--- src/rtl/core/rgbhsl_pkg.sv ---
package rgbhsl_pkg;

    localparam int OutW    = 13;
    localparam int QuoW    = 13;   // quotient bits developed by the divider chain
    localparam int DivW    = 9;    // divisor width (d or den, at most 255)
    localparam int RemW    = 10;   // partial remainder width
    localparam int NumW    = 23;   // dividend width (num up to 5760*255)

    localparam logic [12:0] HueSixth = 13'd960;

    // Payload carried along the divider chain.
    typedef struct packed {
        logic            valid;
        logic [NumW-1:0] hue_num;   // hue dividend, shifted left one bit per cell
        logic [RemW-1:0] hue_rem;
        logic [DivW-1:0] hue_div;
        logic [NumW-1:0] sat_num;
        logic [RemW-1:0] sat_rem;
        logic [DivW-1:0] sat_div;
        logic [QuoW-1:0] hue_quo;
        logic [QuoW-1:0] sat_quo;
        logic            zero;      // grey pixel or zero denominator
        logic [OutW-1:0] light;
    } div_bus_t;

endpackage

--- src/rtl/core/rgbhsl_cell.sv ---
// One restoring-division step for both hue and saturation quotients.
module rgbhsl_cell (
    input  logic                  clk,
    input  logic                  rst_n,
    input  rgbhsl_pkg::div_bus_t  din,
    output rgbhsl_pkg::div_bus_t  dout
);

    rgbhsl_pkg::div_bus_t step_next;
    rgbhsl_pkg::div_bus_t step_reg;
    logic [rgbhsl_pkg::RemW:0] hue_try;
    logic [rgbhsl_pkg::RemW:0] sat_try;

    always_comb
    begin
        step_next = din;
        hue_try = {din.hue_rem, din.hue_num[rgbhsl_pkg::NumW-1]}
                  - {2'b00, din.hue_div};
        sat_try = {din.sat_rem, din.sat_num[rgbhsl_pkg::NumW-1]}
                  - {2'b00, din.sat_div};
        step_next.hue_num = {din.hue_num[rgbhsl_pkg::NumW-2:0], 1'b0};
        step_next.sat_num = {din.sat_num[rgbhsl_pkg::NumW-2:0], 1'b0};
        if (hue_try[rgbhsl_pkg::RemW])
        begin
            step_next.hue_rem = {din.hue_rem[rgbhsl_pkg::RemW-2:0],
                                 din.hue_num[rgbhsl_pkg::NumW-1]};
            step_next.hue_quo = {din.hue_quo[rgbhsl_pkg::QuoW-2:0], 1'b0};
        end
        else
        begin
            step_next.hue_rem = hue_try[rgbhsl_pkg::RemW-1:0];
            step_next.hue_quo = {din.hue_quo[rgbhsl_pkg::QuoW-2:0], 1'b1};
        end
        if (sat_try[rgbhsl_pkg::RemW])
        begin
            step_next.sat_rem = {din.sat_rem[rgbhsl_pkg::RemW-2:0],
                                 din.sat_num[rgbhsl_pkg::NumW-1]};
            step_next.sat_quo = {din.sat_quo[rgbhsl_pkg::QuoW-2:0], 1'b0};
        end
        else
        begin
            step_next.sat_rem = sat_try[rgbhsl_pkg::RemW-1:0];
            step_next.sat_quo = {din.sat_quo[rgbhsl_pkg::QuoW-2:0], 1'b1};
        end
    end

    always_ff @(posedge clk or negedge rst_n)
    begin
        if (!rst_n)
            step_reg <= '0;
        else
            step_reg <= step_next;
    end

    assign dout = step_reg;

endmodule

--- src/rtl/core/rgbhsl_front.sv ---
// Max/min, lightness and dividend setup; registered.
module rgbhsl_front (
    input  logic                  clk,
    input  logic                  rst_n,
    input  logic                  load,
    input  logic [7:0]            red,
    input  logic [7:0]            green,
    input  logic [7:0]            blue,
    output rgbhsl_pkg::div_bus_t  dout
);

    rgbhsl_pkg::div_bus_t front_next;
    rgbhsl_pkg::div_bus_t front_reg;
    logic [7:0]  mx;
    logic [7:0]  mn;
    logic [7:0]  d;
    logic [8:0]  sum;
    logic [8:0]  den;
    logic [12:0] light_y;
    logic [21:0] light_prod;
    logic [22:0] base;
    logic [22:0] term;
    logic [22:0] num;
    logic        neg;
    logic [7:0]  diff;

    always_comb
    begin
        mx = red;
        if (green > mx) mx = green;
        if (blue > mx) mx = blue;
        mn = red;
        if (green < mn) mn = green;
        if (blue < mn) mn = blue;
        d   = mx - mn;
        sum = {1'b0, mx} + {1'b0, mn};
        den = (sum <= 9'd255) ? sum : 9'(10'd510 - {1'b0, sum});
        // floor(4096*sum/510) = 8*sum + floor(8*sum/255);
        // floor(y/255) = ((y+1)*257) >> 16, exact for y up to 4080
        light_y    = {1'b0, sum, 3'b000} + 13'd1;
        light_prod = {1'b0, light_y, 8'b0} + {9'b0, light_y};
        neg  = 1'b0;
        diff = 8'd0;
        base = 23'd0;
        if (mx == red)
        begin
            neg  = green < blue;
            diff = neg ? blue - green : green - blue;
            base = neg ? 23'd5760 * 23'(d) : 23'd0;
        end
        else if (mx == green)
        begin
            neg  = blue < red;
            diff = neg ? red - blue : blue - red;
            base = 23'd1920 * 23'(d);
        end
        else
        begin
            neg  = red < green;
            diff = neg ? green - red : red - green;
            base = 23'd3840 * 23'(d);
        end
        term = 23'(rgbhsl_pkg::HueSixth) * 23'(diff);
        num  = neg ? base - term : base + term;

        front_next.valid   = load;
        front_next.hue_num = num;
        front_next.hue_rem = '0;
        front_next.hue_div = {1'b0, d};
        front_next.sat_num = {2'b00, d, 13'b0} >> 1;   // 4096*d placed at quotient scale
        front_next.sat_rem = '0;
        front_next.sat_div = den;
        front_next.hue_quo = '0;
        front_next.sat_quo = '0;
        front_next.zero    = (d == 8'd0);
        front_next.light   = {1'b0, sum, 3'b000} + {7'b0, light_prod[21:16]};
    end

    always_ff @(posedge clk or negedge rst_n)
    begin
        if (!rst_n)
            front_reg <= '0;
        else
        begin
            front_reg.valid   <= front_next.valid;
            front_reg.hue_num <= front_next.hue_num << 10;
            front_reg.hue_rem <= front_next.hue_num[22:13];
            front_reg.hue_div <= front_next.hue_div;
            front_reg.sat_num <= {front_next.sat_num[12:0], 10'b0};
            front_reg.sat_rem <= front_next.sat_num[22:13];
            front_reg.sat_div <= front_next.sat_div;
            front_reg.hue_quo <= '0;
            front_reg.sat_quo <= '0;
            front_reg.zero    <= front_next.zero;
            front_reg.light   <= front_next.light;
        end
    end

    assign dout = front_reg;

endmodule

--- src/rtl/core/rgb_to_hsl_convert_top.sv ---
// Channel   Signals                          Direction
// command   start, busy, red, green, blue     in (busy out)
// result    done, hue, saturation, lightness  out, one-cycle strobe
//
// One transaction per clock; the pipeline is a setup stage plus 13
// divider cells, one quotient bit per cell for hue and saturation.
// The cell chain sets the latency; throughput is one pixel per clock.
// busy is always low: the receiver cannot stall and nothing backs up.
// rst_n clears every stage register asynchronously.
module rgb_to_hsl_convert_top (
    input  logic        clk,
    input  logic        rst_n,
    input  logic        start,
    output logic        busy,
    input  logic [7:0]  red,
    input  logic [7:0]  green,
    input  logic [7:0]  blue,
    output logic        done,
    output logic [12:0] hue,
    output logic [12:0] saturation,
    output logic [12:0] lightness
);

    rgbhsl_pkg::div_bus_t chain [rgbhsl_pkg::QuoW+1];

    assign busy = 1'b0;

    // Dividend top 10 bits preloaded as remainder; numerators fit (hue < 2^23,
    // and remainder stays below divisor since quotient fits 13 bits).
    rgbhsl_front u_front (
        .clk   (clk),
        .rst_n (rst_n),
        .load  (start && !busy),
        .red   (red),
        .green (green),
        .blue  (blue),
        .dout  (chain[0])
    );

    genvar gi;
    generate
        for (gi = 0; gi < rgbhsl_pkg::QuoW; gi++)
        begin : g_cell
            rgbhsl_cell u_cell (
                .clk   (clk),
                .rst_n (rst_n),
                .din   (chain[gi]),
                .dout  (chain[gi+1])
            );
        end
    endgenerate

    assign done       = chain[rgbhsl_pkg::QuoW].valid;
    assign hue        = chain[rgbhsl_pkg::QuoW].zero ? '0 : chain[rgbhsl_pkg::QuoW].hue_quo;
    assign saturation = chain[rgbhsl_pkg::QuoW].zero ? '0 : chain[rgbhsl_pkg::QuoW].sat_quo;
    assign lightness  = chain[rgbhsl_pkg::QuoW].light;

    a_busy_low: assert property (@(posedge clk) disable iff (!rst_n) !busy)
        else $error("busy raised");
    a_hue_range: assert property (@(posedge clk) disable iff (!rst_n)
        done |-> hue < 13'd5760) else $error("hue out of range");
    a_sat_range: assert property (@(posedge clk) disable iff (!rst_n)
        done |-> saturation <= 13'd4096) else $error("saturation out of range");
    a_light_range: assert property (@(posedge clk) disable iff (!rst_n)
        done |-> lightness <= 13'd4096) else $error("lightness out of range");

endmodule
--- config.mk ---
export PLATFORM = sky130hd
export DESIGN_NAME = rgb_to_hsl_convert_top
export DESIGN_NICKNAME = d
export VERILOG_FILES = /design/src/rtl/core/rgbhsl_pkg.sv /design/src/rtl/core/rgbhsl_cell.sv /design/src/rtl/core/rgbhsl_front.sv /design/src/rtl/core/rgb_to_hsl_convert_top.sv
export SDC_FILE = /design/constraint.sdc
export NUM_CORES = 2
export LEC_CHECK = 0
export BUFFER_PORTS_ARGS = -buffer_cell sky130_fd_sc_hd__clkbuf_2
export CAP_MARGIN = 10
export CORE_ASPECT_RATIO = 1.1
export CORE_UTILIZATION = 30
export CTS_BUF_LIST = sky130_fd_sc_hd__clkbuf_8 sky130_fd_sc_hd__clkbuf_16
export DETAILED_ROUTE_END_ITERATION = 8
export GPL_TIMING_DRIVEN = 0
export SLEW_MARGIN = 40
export SYNTH_ARGS = -nofsm -noshare
export SYNTH_HDL_FRONTEND = slang
export SYNTH_HIERARCHICAL = 1
export SYNTH_SLANG_ARGS = --single-unit
--- constraint.sdc ---
create_clock -name clk -period 4 [get_ports clk]
set_clock_uncertainty 0.2 [all_clocks]
set_input_delay 0.8 -clock clk [delete_from_list [all_inputs] [get_ports clk]]
set_output_delay 0.8 -clock clk [all_outputs]
set_load 0.005 [all_outputs]
Word level (Yosys, flattened, before mapping)
Index checks and enable logic that the tools add are counted.

storage, ports and cells
  output and inout port bits = 41
  input port bits = 27
  word-level logic and storage cells = 257
  register bits after elaboration = 962

cells by class
  eq/ne operators = 2
  $add $sub $neg = 40
  $mul = 4
  order comparisons = 8
  reductions and logical operators = 1
  mux-type cells = 68

operator list
  kind                                                                    number
  10-bit 2-to-1 mux                                                       24
  11-bit by 8-bit subtractor with 11-bit output                           13
  11-bit by 9-bit subtractor with 11-bit output                           12
  8-bit 2-to-1 mux                                                        9
  8-bit subtractor                                                        7
  23-bit 2-to-1 mux                                                       2
  8-bit less-than comparator                                              5
  4-bit by 8-bit multiplier with 12-bit output (first input constant)     3
  1-bit 2-to-1 mux                                                        28
  13-bit 2-to-1 mux                                                       2
  23-bit by 18-bit adder with 23-bit output                               1
  23-bit by 18-bit subtractor with 23-bit output                          1
  21-bit by 13-bit adder with 22-bit output                               1
  21-bit 2-to-1 mux                                                       1
  20-bit 2-to-1 mux                                                       1
  8-bit == test                                                           2
  8-bit greater-than comparator                                           2
  6-bit by 8-bit multiplier with 14-bit output (first input constant)     1
  12-bit by 1-bit adder with 13-bit output (second input constant)        1
  12-bit by 6-bit adder with 13-bit output                                1
  8-bit by 9-bit subtractor with 10-bit output                            1
  8-bit by 8-bit adder with 9-bit output                                  1
  9-bit by 8-bit <= comparator with 1-bit output (second input constant)  1
  9-bit 2-to-1 mux                                                        1
  2 further kinds                                                         2

Longest topological paths before layout
  depth in word-level cells = 10
  gate-level depth with buffers = 48
  mapped depth without buffers = 45

Hierarchy
Netlist, hierarchy kept.

by module, submodules not included
  module                  area each (um^2)  seq. area each (um^2)  cells an instance  times used
  rgbhsl_cell             4555.6            3078.0                 312                13
  rgbhsl_front            10141.0           1201.2                 1250               1
  rgb_to_hsl_convert_top  191.4             0.0                    30                 1

Least setup slack after synthesis
Ideal clock, no wire load.

  kind = in2reg
  from = input port red[5]
  to = register u_front.front_reg, in the netlist u_front/dout[98]
  data required time = 3676 ps
  library setup time = 124 ps
  path buffers = 3
  arrival time = 9890 ps
  cell stages on the path = 43
  slack = -6214 ps
  cell sequence = clkbuf_1 > inv_1 > ha_1 > a211oi_1 > o21bai_1 > nor2_1 > mux2i_1 > ha_1 > a21o_1 > a21o_1 > a21o_1 > a21o_1 > a21oi_1 > nor4_1 > or3_1 > ha_1 > clkbuf_1 > inv_1 > [... 7 more ...] > inv_1 > fa_1 > fa_1 > inv_1 > ha_1 > o21ai_0 > a21oi_1 > o21ai_0 > nand2_1 > xnor2_1 > o22ai_1 > ha_1 > buf_1 > inv_1 > a221o_1 > nor4_1 > nor3_1 > a211o_1

RTL lines
  item                RTL line                      RTL
  start: declaration  rgb_to_hsl_convert_top.sv:15  input logic [7:0] red,
  end: declaration    rgbhsl_front.sv:13            rgbhsl_pkg::div_bus_t front_reg;

==> out/qor.csv <==
metric,value,unit
status,"complete, but fails checks",
failing checks,setup timing,
Mapped Avg Cell Area,11.7,um2
Post-Syn Area,52800,um2
FF/Latch Area,25900,um2
layout cell share with drive strength beyond 1,22.0,%
DR vias/cell,4.72,
Finished Cell Area,63900,um2
grt ovf,0,
fillcell total,16800,
clk buf depth,3,
pin count of the biggest net entering global routing,76,
CP Max Fanout,6,
Die Wd,402,um
Mapped Cells,4521,
Layout Nets,5376,
vias in the first global route,35300,
worst skew pair latency,730,ps
Initial Utilization,30.2,%
pre-CTS setup slack,-6620,ps
overall global routing resource usage,11.8,%
worst slew pin tran,953,ps
critical path class,primary input to flip-flop,
min Tclk post-route,8660,ps
final wirelength,106000,um
Hold WC Path Type,flip-flop to flip-flop,
vias,34200,
Detailed Routing Iterations Pass 1,7,
Core Area,175000,um2
RSZ-0062 raised after global routing,yes,
Buf/Inv on CP,12,
die area,178000,um2
Final GP Congestion,0.894,
# setup viols final,46,
drt drc,0,
Starting DRT DRC Count,1742,
clk slew on worst S/H paths,60,ps
Clock Tree Root,clkbuf_16,
die height,442,um
dpl hpwl,78200,um
"Max stage delay cell, worst path",fa_1,
final hold violation count,0,
port buffer count,66,
Max Clock Freq,116,MHz
I/O pins,68,
period utilisation layout,216,%
Placed Area,57100,um2
"Slew Viols, Final",0,
"slowest stage delay, CP",570,ps
Max H-tree Level,3,
P&R area growth vs syn,20.9,%
crit-path leading delay family,adder cells,
Final ANT Viol Nets,0,
critical path launch point type,primary input,
Inserted Clock Buffers,104,
CTS Sinks,1037,
TritonCTS clock tree,built,
CP arrival,9070,ps
CP Data Required Time,4410,ps
setup ws final,-4660,ps
maxcap violations,0,
DR WL/cell,14.6,um
fin cells,7246,
Crit. End Element,flip-flop,
initial antenna violation count,0,
Multi-input gate area,26400,um2
Slew headroom,36.3,%
Ant. Diodes,0,
Yosys warnings,6,
row count,161,
global-route wire length before repair,175000,um
Placed Cells,6906,
-- path summary, 6_finish.rpt --
| kind | to | depth (start not counted) | slack [ps] | startpoint |
|---|---|---|---|---|
| setup / recovery | u_front/dout[97] | 43 | -4660 | red[5] |
| hold / removal | g_cell[5].u_cell/dout[9] | 0 | 120 | g_cell[4].u_cell/dout[9] |
| setup reg to reg | g_cell[4].u_cell/dout[52] | 7 | 860 | g_cell[3].u_cell/dout[40] |
| hold reg to reg | g_cell[5].u_cell/dout[9] | 0 | 120 | g_cell[4].u_cell/dout[9] |
| max in group asynchronous | g_cell[4].u_cell/dout[122] | 8 | 970 | rst_n |
| min in group asynchronous | g_cell[11].u_cell/dout[46] | 2 | 350 | rst_n |
-- layer usage --
layer	global-route usage (%)	part of all wire [%]
met5	0	0
met4	4.54	3.3
met3	1.75	3.4
met2	22.3	54
met1	13.0	39
-- metrics by stage --
stage	utilization [%]	TNS, ps	hold slack (ps)
2_1_floorplan	-	-129840	131
3_3_place_gp	32.3	-	131
3_5_place_dp	32.6	-192450	135
4_1_cts	35.6	-112670	130
5_1_grt	36.5	-122970	143
6_report	36.5	-114790	123
-- cells in the final DEF (no fill, tap or decap), drive strengths merged, types with 172 or more instances in the layout --
cell type / n
nor2: 332
a21oi: 223
xnor2: 172
ha: 395
dfrtp: 1037
buf: 288
clkbuf: 218
inv: 494
nand2: 178
o21ai: 198
-- flip-flops by register name (all words and copies together), names as in the netlist --
| name | count |
|---|---|
| g_cell.u_cell/dout | 989 |
| u_front/dout | 48 |
-- repair_timing --
action	in CTS	in global routing
buffers inserted	88	74
gates cloned	2	0
hold buffers	2	0
setup endpoints to repair	47	47
pin swaps	79	163
gates resized for setup	186	210
hold endpoints to repair	24	0
-- cell type report --
| type | instances | share of cell area (%) |
|---|---|---|
| plain buffers | 136 | 1.63 |
| clock buffers | 128 | 4.61 |
| clock inverters | 55 | 0.909 |
| inverters | 477 | 2.88 |
| multi-input cells | 2886 | 41.4 |
| flip-flops and latches | 1037 | 40.6 |
| well taps | 2282 | 4.47 |
| repair buffers | 245 | 3.48 |
Power is left out: the tool's default activity adds up to more than one toggle a clock period on the data nets, which glitch-free logic cannot reach.
